==> src/link_egress_watchdog_core_defines.svh <==
// Assertion macros used by the watchdog top level.
`ifndef LINK_EGRESS_WATCHDOG_CORE_DEFINES_SVH
`define LINK_EGRESS_WATCHDOG_CORE_DEFINES_SVH
`ifndef SYNTH
// Clocked check, disabled while reset is asserted
`define LEW_ASSERT(lbl, clk, rstn, prop, msg) \
	lbl: assert property (@(posedge clk) disable iff (!rstn) prop) else $error(msg);
// Clocked check that also holds during reset
`define LEW_ASSERT_ALWAYS(lbl, clk, prop, msg) \
	lbl: assert property (@(posedge clk) prop) else $error(msg);
`else
`define LEW_ASSERT(lbl, clk, rstn, prop, msg)
`define LEW_ASSERT_ALWAYS(lbl, clk, prop, msg)
`endif
`endif

==> src/lew_pkg.sv <==
// Types and constants for the link egress watchdog.
`timescale 1ns / 1ps
package lew_pkg;

	// Item kinds
	localparam logic [1:0] FUNC_TICK       = 2'd0;
	localparam logic [1:0] FUNC_CONNECT    = 2'd1;
	localparam logic [1:0] FUNC_DISCONNECT = 2'd2;

	// Probe outcomes (anything else counts as dead)
	localparam logic [1:0] PROBE_ALIVE = 2'd0;
	localparam logic [1:0] PROBE_BUSY  = 2'd1;

	// Register map, by word index
	localparam int          REG_IDX_W          = 3;
	localparam int          PADDR_W            = 5;
	localparam logic [2:0] REG_PROBE_PERIOD   = 3'd0;
	localparam logic [2:0] REG_DEAD_AFTER     = 3'd1;
	localparam logic [2:0] REG_REBOOT_AFTER   = 3'd2;
	localparam logic [2:0] REG_GRACE_MAX      = 3'd3;
	localparam logic [2:0] REG_MIN_UPTIME     = 3'd4;
	localparam logic [2:0] REG_MIN_STANDBY    = 3'd5;

	typedef struct packed {
		logic [31:0] probe_period_ms;
		logic [31:0] dead_after_ms;
		logic [31:0] reboot_after_ms;
		logic [31:0] busy_grace_max_ms;
		logic [31:0] min_uptime_ms;
		logic [31:0] min_standby_ms;
	} cfg_t;

	localparam cfg_t CFG_RESET = '{
		probe_period_ms:   32'd5000,
		dead_after_ms:     32'd60000,
		reboot_after_ms:   32'd300000,
		busy_grace_max_ms: 32'd60000,
		min_uptime_ms:     32'd900000,
		min_standby_ms:    32'd300000
	};

	typedef struct packed {
		logic        probe_taken;
		logic        reconnect_request;
		logic        reboot_request;
		logic        reboot_deferred;
		logic        escalation_stage;
		logic [31:0] dead_for_ms;
	} res_t;

endpackage

==> src/lew_step.sv <==
// Next-state and result logic for one watchdog item.
`timescale 1ns / 1ps
module lew_step #(
	parameter int TIME_BITS = 32
) (
	input  lew_pkg::cfg_t         cfg,
	input  logic [1:0]            func,
	input  logic [TIME_BITS-1:0]  now_ms,
	input  logic                  link_up,
	input  logic                  station_mode,
	input  logic                  machine_standby,
	input  logic [1:0]            probe_outcome,
	input  logic                  socket_ready,
	input  logic [TIME_BITS-1:0]  last_alive,
	input  logic [TIME_BITS-1:0]  last_probe,
	input  logic [TIME_BITS-1:0]  standby_start,
	input  logic                  stage,
	input  logic [31:0]           grace,
	input  logic                  held,
	output logic                  nxt_socket_ready,
	output logic [TIME_BITS-1:0]  nxt_last_alive,
	output logic [TIME_BITS-1:0]  nxt_last_probe,
	output logic [TIME_BITS-1:0]  nxt_standby_start,
	output logic                  nxt_stage,
	output logic [31:0]           nxt_grace,
	output logic                  nxt_held,
	output lew_pkg::res_t         res
);

	// Common compare width of timestamps and 32-bit registers
	localparam int CW = (TIME_BITS > 32) ? TIME_BITS : 32;

	logic [TIME_BITS-1:0] probe_gap;
	logic                 probe_due;
	logic [31:0]          headroom;
	logic [31:0]          grace_busy;
	logic [TIME_BITS-1:0] standby_tick;
	logic [TIME_BITS-1:0] standby_gap;
	logic                 reboot_ok;

	// Probe due check and saturating busy grace
	always_comb begin
		probe_gap = now_ms - last_probe;
		probe_due = CW'(probe_gap) >= CW'(cfg.probe_period_ms);
		headroom  = cfg.busy_grace_max_ms - grace;
		if (grace >= cfg.busy_grace_max_ms) begin
			grace_busy = grace;
		end else if (cfg.probe_period_ms >= headroom) begin
			grace_busy = cfg.busy_grace_max_ms;
		end else begin
			grace_busy = grace + cfg.probe_period_ms;
		end
	end

	// Standby tracking on ticks; zero marks not in standby
	always_comb begin
		if (!machine_standby) begin
			standby_tick = '0;
		end else if (standby_start == '0) begin
			standby_tick = now_ms;
		end else begin
			standby_tick = standby_start;
		end
		standby_gap = now_ms - standby_tick;
		reboot_ok   = (CW'(now_ms) >= CW'(cfg.min_uptime_ms)) && (standby_tick != '0)
			&& (CW'(standby_gap) >= CW'(cfg.min_standby_ms));
	end

	// Main step
	always_comb begin
		logic [TIME_BITS-1:0] alive_eff;
		logic [31:0]          grace_eff;
		logic                 stage_eff;
		logic                 held_eff;
		logic [TIME_BITS-1:0] since;
		logic [CW-1:0]        dead_c;

		nxt_socket_ready  = socket_ready;
		nxt_last_alive    = last_alive;
		nxt_last_probe    = last_probe;
		nxt_standby_start = standby_start;
		nxt_stage         = stage;
		nxt_grace         = grace;
		nxt_held          = held;
		res               = '0;

		alive_eff = last_alive;
		grace_eff = grace;
		stage_eff = stage;
		held_eff  = held;
		since     = '0;
		dead_c    = '0;

		case (func)
			lew_pkg::FUNC_CONNECT: begin
				nxt_socket_ready = 1'b1;
				nxt_last_alive   = now_ms;
				nxt_last_probe   = now_ms;
				nxt_stage        = 1'b0;
				nxt_grace        = '0;
			end
			lew_pkg::FUNC_DISCONNECT: begin
				nxt_socket_ready = 1'b0;
			end
			lew_pkg::FUNC_TICK: begin
				nxt_standby_start = standby_tick;
				if (!socket_ready || !link_up) begin
					nxt_last_alive = now_ms;
					nxt_stage      = 1'b0;
					nxt_grace      = '0;
					nxt_held       = 1'b0;
				end else begin
					// apply the probe outcome first
					if (probe_due) begin
						nxt_last_probe  = now_ms;
						res.probe_taken = 1'b1;
						if (probe_outcome == lew_pkg::PROBE_ALIVE) begin
							alive_eff = now_ms;
							grace_eff = '0;
							stage_eff = 1'b0;
							held_eff  = 1'b0;
						end else if (probe_outcome == lew_pkg::PROBE_BUSY) begin
							grace_eff = grace_busy;
						end
					end
					since  = now_ms - alive_eff;
					dead_c = (CW'(since) > CW'(grace_eff)) ? CW'(since) - CW'(grace_eff) : '0;

					// escalation
					if (dead_c >= CW'(cfg.dead_after_ms)) begin
						if (!stage_eff) begin
							stage_eff             = 1'b1;
							res.reconnect_request = station_mode;
						end else if (dead_c >= CW'(cfg.reboot_after_ms)) begin
							if (reboot_ok) begin
								res.reboot_request = 1'b1;
							end else if (!held_eff) begin
								held_eff            = 1'b1;
								res.reboot_deferred = 1'b1;
							end
						end
					end
					nxt_last_alive = alive_eff;
					nxt_grace      = grace_eff;
					nxt_stage      = stage_eff;
					nxt_held       = held_eff;
				end
			end
			default: begin
			end
		endcase

		res.escalation_stage = nxt_stage;
		res.dead_for_ms      = dead_c[31:0];
	end

endmodule

==> src/link_egress_watchdog_core.sv <==
// Top level of the link egress watchdog: register file, item pipeline, assertions.
//
//  Channel  Signals                                         Transfer when
//  -------  ----------------------------------------------  --------------------------------
//  in       in_valid/in_ready, func .. probe_outcome        in_valid & in_ready
//  out      out_valid/out_ready, probe_taken .. dead_for_ms  out_valid & out_ready
//  cfg      psel/penable/pwrite/paddr/pwdata/prdata/pready  psel & penable & pwrite (pready=1)
//
// One item per cycle while out_ready is high. An item is held in an input stage,
// its step is evaluated combinationally by lew_step and written to the result register.
// Reset clears all watchdog state and loads the register defaults; there is no clearing pass.
// When out_ready is low the result register holds, the input stage fills, then in_ready drops.
`timescale 1ns / 1ps
`include "link_egress_watchdog_core_defines.svh"
module link_egress_watchdog_core #(
	parameter int TIME_BITS = 32
) (
	input  logic                        clk,
	input  logic                        arst_n,
	// configuration
	input  logic                        psel,
	input  logic                        penable,
	input  logic                        pwrite,
	input  logic [lew_pkg::PADDR_W-1:0] paddr,
	input  logic [31:0]                 pwdata,
	output logic [31:0]                 prdata,
	output logic                        pready,
	// input items
	input  logic                        in_valid,
	output logic                        in_ready,
	input  logic [1:0]                  func,
	input  logic [31:0]                 now_ms,
	input  logic                        link_up,
	input  logic                        station_mode,
	input  logic                        machine_standby,
	input  logic [1:0]                  probe_outcome,
	// results
	output logic                        out_valid,
	input  logic                        out_ready,
	output logic                        probe_taken,
	output logic                        reconnect_request,
	output logic                        reboot_request,
	output logic                        reboot_deferred,
	output logic                        escalation_stage,
	output logic [31:0]                 dead_for_ms
);

	lew_pkg::cfg_t cfg_q;
	logic [lew_pkg::REG_IDX_W-1:0] reg_idx;

	// input stage
	logic                 v_s1;
	logic [1:0]           func_s1;
	logic [TIME_BITS-1:0] now_s1;
	logic                 link_up_s1;
	logic                 station_s1;
	logic                 standby_s1;
	logic [1:0]           outcome_s1;

	// watchdog state
	logic                 socket_ready_q;
	logic [TIME_BITS-1:0] last_alive_q;
	logic [TIME_BITS-1:0] last_probe_q;
	logic [TIME_BITS-1:0] standby_start_q;
	logic                 stage_q;
	logic [31:0]          grace_q;
	logic                 held_q;

	logic                 nxt_socket_ready;
	logic [TIME_BITS-1:0] nxt_last_alive;
	logic [TIME_BITS-1:0] nxt_last_probe;
	logic [TIME_BITS-1:0] nxt_standby_start;
	logic                 nxt_stage;
	logic [31:0]          nxt_grace;
	logic                 nxt_held;
	lew_pkg::res_t        res;

	// result register
	logic                 out_v_q;
	lew_pkg::res_t        res_q;

	logic                 advance;
	logic                 step_en;

	// Register file
	assign pready  = 1'b1;
	assign reg_idx = paddr[lew_pkg::PADDR_W-1:2];

	always_ff @(posedge clk or negedge arst_n) begin
		if (!arst_n) begin
			cfg_q <= lew_pkg::CFG_RESET;
		end else if (psel && penable && pwrite) begin
			case (reg_idx)
				lew_pkg::REG_PROBE_PERIOD: cfg_q.probe_period_ms   <= pwdata;
				lew_pkg::REG_DEAD_AFTER:   cfg_q.dead_after_ms     <= pwdata;
				lew_pkg::REG_REBOOT_AFTER: cfg_q.reboot_after_ms   <= pwdata;
				lew_pkg::REG_GRACE_MAX:    cfg_q.busy_grace_max_ms <= pwdata;
				lew_pkg::REG_MIN_UPTIME:   cfg_q.min_uptime_ms     <= pwdata;
				lew_pkg::REG_MIN_STANDBY:  cfg_q.min_standby_ms    <= pwdata;
				default: begin
				end
			endcase
		end
	end

	always_comb begin
		case (reg_idx)
			lew_pkg::REG_PROBE_PERIOD: prdata = cfg_q.probe_period_ms;
			lew_pkg::REG_DEAD_AFTER:   prdata = cfg_q.dead_after_ms;
			lew_pkg::REG_REBOOT_AFTER: prdata = cfg_q.reboot_after_ms;
			lew_pkg::REG_GRACE_MAX:    prdata = cfg_q.busy_grace_max_ms;
			lew_pkg::REG_MIN_UPTIME:   prdata = cfg_q.min_uptime_ms;
			lew_pkg::REG_MIN_STANDBY:  prdata = cfg_q.min_standby_ms;
			default:                   prdata = '0;
		endcase
	end

	// Flow control: the step runs when the result register is free or being drained
	assign advance  = !out_v_q || out_ready;
	assign step_en  = v_s1 && advance;
	assign in_ready = !v_s1 || advance;

	// Input stage
	always_ff @(posedge clk or negedge arst_n) begin
		if (!arst_n) begin
			v_s1 <= 1'b0;
		end else if (in_ready) begin
			v_s1 <= in_valid;
		end
	end

	always_ff @(posedge clk) begin
		if (in_ready && in_valid) begin
			func_s1    <= func;
			now_s1     <= TIME_BITS'(now_ms);
			link_up_s1 <= link_up;
			station_s1 <= station_mode;
			standby_s1 <= machine_standby;
			outcome_s1 <= probe_outcome;
		end
	end

	lew_step #(
		.TIME_BITS(TIME_BITS)
	) u_step (
		.cfg               (cfg_q),
		.func              (func_s1),
		.now_ms            (now_s1),
		.link_up           (link_up_s1),
		.station_mode      (station_s1),
		.machine_standby   (standby_s1),
		.probe_outcome     (outcome_s1),
		.socket_ready      (socket_ready_q),
		.last_alive        (last_alive_q),
		.last_probe        (last_probe_q),
		.standby_start     (standby_start_q),
		.stage             (stage_q),
		.grace             (grace_q),
		.held              (held_q),
		.nxt_socket_ready  (nxt_socket_ready),
		.nxt_last_alive    (nxt_last_alive),
		.nxt_last_probe    (nxt_last_probe),
		.nxt_standby_start (nxt_standby_start),
		.nxt_stage         (nxt_stage),
		.nxt_grace         (nxt_grace),
		.nxt_held          (nxt_held),
		.res               (res)
	);

	// Watchdog state update
	always_ff @(posedge clk or negedge arst_n) begin
		if (!arst_n) begin
			socket_ready_q  <= 1'b0;
			last_alive_q    <= '0;
			last_probe_q    <= '0;
			standby_start_q <= '0;
			stage_q         <= 1'b0;
			grace_q         <= '0;
			held_q          <= 1'b0;
		end else if (step_en) begin
			socket_ready_q  <= nxt_socket_ready;
			last_alive_q    <= nxt_last_alive;
			last_probe_q    <= nxt_last_probe;
			standby_start_q <= nxt_standby_start;
			stage_q         <= nxt_stage;
			grace_q         <= nxt_grace;
			held_q          <= nxt_held;
		end
	end

	// Result register
	always_ff @(posedge clk or negedge arst_n) begin
		if (!arst_n) begin
			out_v_q <= 1'b0;
		end else if (advance) begin
			out_v_q <= v_s1;
		end
	end

	always_ff @(posedge clk) begin
		if (step_en) begin
			res_q <= res;
		end
	end

	assign out_valid         = out_v_q;
	assign probe_taken       = res_q.probe_taken;
	assign reconnect_request = res_q.reconnect_request;
	assign reboot_request    = res_q.reboot_request;
	assign reboot_deferred   = res_q.reboot_deferred;
	assign escalation_stage  = res_q.escalation_stage;
	assign dead_for_ms       = res_q.dead_for_ms;

	// Checks
	`LEW_ASSERT(a_in_lands, clk, arst_n, (in_valid && in_ready) |=> v_s1, "accepted item not in input stage")
	`LEW_ASSERT(a_reboot_stage, clk, arst_n, (out_valid && reboot_request) |-> escalation_stage, "reboot without stage")
	`LEW_ASSERT(a_one_action, clk, arst_n, out_valid |-> !(reconnect_request && (reboot_request || reboot_deferred)), "reconnect with reboot action")
	`LEW_ASSERT_ALWAYS(a_reset_idle, clk, !arst_n |=> (!out_valid && !v_s1), "pipeline busy in reset")

endmodule

==> config.mk <==
export PLATFORM = sky130hd
export DESIGN_NAME = link_egress_watchdog_core
export DESIGN_NICKNAME = d
export VERILOG_FILES = /design/src/lew_pkg.sv /design/src/lew_step.sv /design/src/link_egress_watchdog_core.sv
export VERILOG_INCLUDE_DIRS = /design/src /design/src/src
export SDC_FILE = /design/constraint.sdc
export NUM_CORES = 1
export LEC_CHECK = 0
export BUFFER_PORTS_ARGS = -buffer_cell sky130_fd_sc_hd__buf_2
export CELL_PAD_IN_SITES_DETAIL_PLACEMENT = 2
export CELL_PAD_IN_SITES_GLOBAL_PLACEMENT = 2
export CORE_ASPECT_RATIO = 1.5
export CORE_MARGIN = 5
export CORE_UTILIZATION = 43
export CTS_CLUSTER_SIZE = 40
export DETAILED_ROUTE_END_ITERATION = 8
export PLACE_DENSITY_LB_ADDON = 0.3
export SLEW_MARGIN = 20
export SYNTH_ARGS = -nofsm -noshare
export SYNTH_HDL_FRONTEND = slang
export SYNTH_SLANG_ARGS = --single-unit
==> constraint.sdc <==
create_clock -name clk -period 17.5 [get_ports clk]
set_input_delay 2.625 -clock clk [delete_from_list [all_inputs] [get_ports clk]]
set_output_delay 2.625 -clock clk [all_outputs]
set_load 0.01 [all_outputs]
==> results.json <==
{
  "outcome": "finished, final reports clean",
  "vias": 28600,
  "cts-hold-fix-buffers": 0,
  "start_kind": "register",
  "yosysWarnings": 0,
  "slew_violations": 0,
  "cts-htree-levels": 2,
  "max_freq_mhz": 63.6,
  "synthFlopType": "dfrtp_1",
  "cts_buffers": 46,
  "pin_count": 155,
  "finalSetupViolCount": 0,
  "overflow": 0,
  "cp_slowest_stage_delay_ns": 0.76,
  "hpwl_um": 101000,
  "wl_per_cell_um": 28.7,
  "min_path_cells": 1,
  "antenna_found_initial": 8,
  "start_util_pct": 43.4,
  "crit-reg2reg-launch": "now_s1[0]$_DFFE_PP_",
  "max-clock-path-buffers": 3,
  "cp.buffers_inverters": 3,
  "core_area_mm2": 0.0716,
  "clk_latency_ns": 0.63,
  "end_kind": "register",
  "total_power_mw": 7.61,
  "drtIter0Drc": 1776,
  "grt_pass1_vias": 32100,
  "postSynth.asyncResetShare_pct": 81.0,
  "fp.dieH_um": 339,
  "hp-start": "last_alive_q[8]$_DFFE_PN0P_",
  "row_count": 120,
  "wl_um": 130000,
  "synth_cells": 3441,
  "route.detailed.drc": 0,
  "post-cts-setup-buffers": 0,
  "dr.pass1.iters": 4,
  "dieArea_mm2": 0.0779,
  "hold_viol": 0,
  "critPathTopFamily": "compound AO/OA/AOI/OAI gates",
  "drive_gt1_share_pct": 12.1,
  "whs_endpoint": "last_alive_q[8]$_DFFE_PN0P_",
  "cts_tree": "built",
  "yosysSeqAreaShare_pct": 33.7,
  "grt_max_degree": 148,
  "rsz0062_at_grt": "false",
  "finalNetCount": 4037,
  "clock_skew_ns": 0.0258,
  "drv_cap": 0,
  "synth_area_per_cell_um2": 9.03,
  "gp_congestion": 0.978,
  "cts.sinks": 401,
  "period_needed_ns": 15.72,
  "ir_drop_mv": 0.181,
  "layout_common_cells": "ha_1, nand2_1, o21ai_0",
  "r2r_slack_ns": 1.78,
  "crit_type": "register to register",
  "ys_ff_latch": 401,
  "routed_via_density": 6.32,
  "clkTransAtPathRegs_ns": 0.06,
  "synth_area_mm2": 0.0311,
  "synth_cell_type_count": 98,
  "cts_resized": 0,
  "cpMaxStageDelayCell": "or2_2",
  "fin_crit_sh_pct": 89.8,
  "r2r_cells": 52,
  "port_buffers": 151,
  "synthToLayoutAreaGrowth_pct": 10.8,
  "cts_root_buf": "clkbuf_16",
  "grt_usage_pct": 32.1,
  "crit_path_max_fanout": 14,
  "synth_area_leaders": "dfrtp_1, ha_1, edfxtp_1, o21ai_0, nand2_1",
  "tns_ns": 0,
  "layout_commonest_cell": "ha_1",
  "crit-reg2reg-capture": "escalation_stage$_DFFE_PP_",
  "cp_data_arrival_time_ns": 16.08,
  "min-delay-path-class": "register to register",
  "holdWs_ns": 0.490,
  "grt_first_pass_wirelength_um": 194000,
  "relSlewSlack_pct": 29.0,
  "die_w_um": 230,
  "p_leak_nw": 15.9,
  "synth_edf_count": 76,
  "cp.required_ns": 17.86,
  "detail-route-antenna-nets": 0,
  "syn-num-nets": 3913,
  "p_per_area_mw_per_mm2": 221,
  "yosysTopAreaCell": "dfrtp_1",
  "yosys.area.top_type_share_pct": 22.5,
  "worstMarginPinSlew_ns": 1.06
}
-- power breakdown --
part / total (mW) / switching (mW) / internal [mW] / leakage (nW)
clock network: 0.998 / 0.447 / 0.551 / 0.732
registers: 1.38 / 0.198 / 1.18 / 4.62
logic: 5.23 / 3.30 / 1.94 / 10.5
-- cell usage after synthesis, types with 32 or more instances --
master and n:
edfxtp_1 76, a21o_1 136, xnor2_1 105, inv_1 291
o21ai_0 308, clkbuf_1 91, xor2_1 54, ha_1 383
mux2_2 71, o221ai_1 33, nor2_1 149, nand4_1 48
nand2b_1 40, a221oi_1 32, a21oi_1 202, and3_1 41
nand2_1 367, nor3_1 58, dfrtp_1 279, mux2i_1 71
dfstp_2 46, nand3_1 47
-- cell type report --
cell class,count,area (µm²)
flip-flops and latches,401,10500
repair buffers,188,1060
inverters,293,1100
clock inverters,17,103
diodes,2,5.00
well taps,915,1140
clock buffers,68,1390
multi-input cells,2635,19200
fillers,7732,37200
-- routing by layer --
layer,up-vias,part of all wire [%],track usage [%]
met5,-,0.016,0
met4,4,5.6,15.4
met3,306,4.4,3.86
met2,797,50,57.5
met1,14700,40,38.0
li1,12700,-,-
-- per-stage QoR --
stage	cells	util [%]	setup slack, ns	cell area (µm²)
floorplan	3441	-	6.07	31100
global placement	4432	46.0	3.05	32900
detailed placement	4432	46.0	2.30	32900
CTS	4517	48.1	1.96	34400
global route	4517	48.1	1.30	34400
finish	4519	48.1	1.78	34400
-- worst max-delay path by stage --
stage | from | to | slack [ns] | cells past startpoint
after floorplan | now_s1[16]$_DFFE_PP_ | escalation_stage$_DFFE_PP_ | 6.07 | 50
after global placement | now_s1[0]$_DFFE_PP_ | escalation_stage$_DFFE_PP_ | 3.05 | 52
after detailed placement | now_s1[0]$_DFFE_PP_ | reboot_deferred$_SDFFCE_PP0P_ | 2.30 | 50
after CTS | now_s1[0]$_DFFE_PP_ | reboot_deferred$_SDFFCE_PP0P_ | 1.96 | 50
after global routing | now_s1[0]$_DFFE_PP_ | escalation_stage$_DFFE_PP_ | 1.30 | 52
final | now_s1[0]$_DFFE_PP_ | escalation_stage$_DFFE_PP_ | 1.78 | 52
-- registers in the layout, summed over array words and instances, names as in the netlist, 2 cells and up --
| signal | count |
|---|---|
| func_s1 | 2 |
| last_alive_q | 32 |
| cfg_q | 192 |
| last_probe_q | 32 |
| now_s1 | 32 |
| dead_for_ms | 32 |
| standby_start_q | 32 |
| grace_q | 32 |
| outcome_s1 | 2 |
-- logic make-up after synthesis --
kind of cell | synth area share, %
compound gates | 21.6
buf+inv | 5.01
flops | 33.7
xor+xnor | 4.48
simple gates | 13.4
other cells | 0.0121
mux | 5.98
fa+ha+maj | 15.8
-- worst register-to-register path: cells and delay by family (launching register included) --
family | cells | cell delay [ns]
muxes | 2 | 0.69
and+or+nand+nor | 9 | 3.01
DFF | 1 | 0.52
adders and majority gates | 6 | 2.00
buffers and inverters | 3 | 0.55
AOI/OAI and AO/OA | 30 | 8.00
xor gates and xnor gates | 2 | 0.70
No activity file was read; power rests on OpenSTA's default activity.
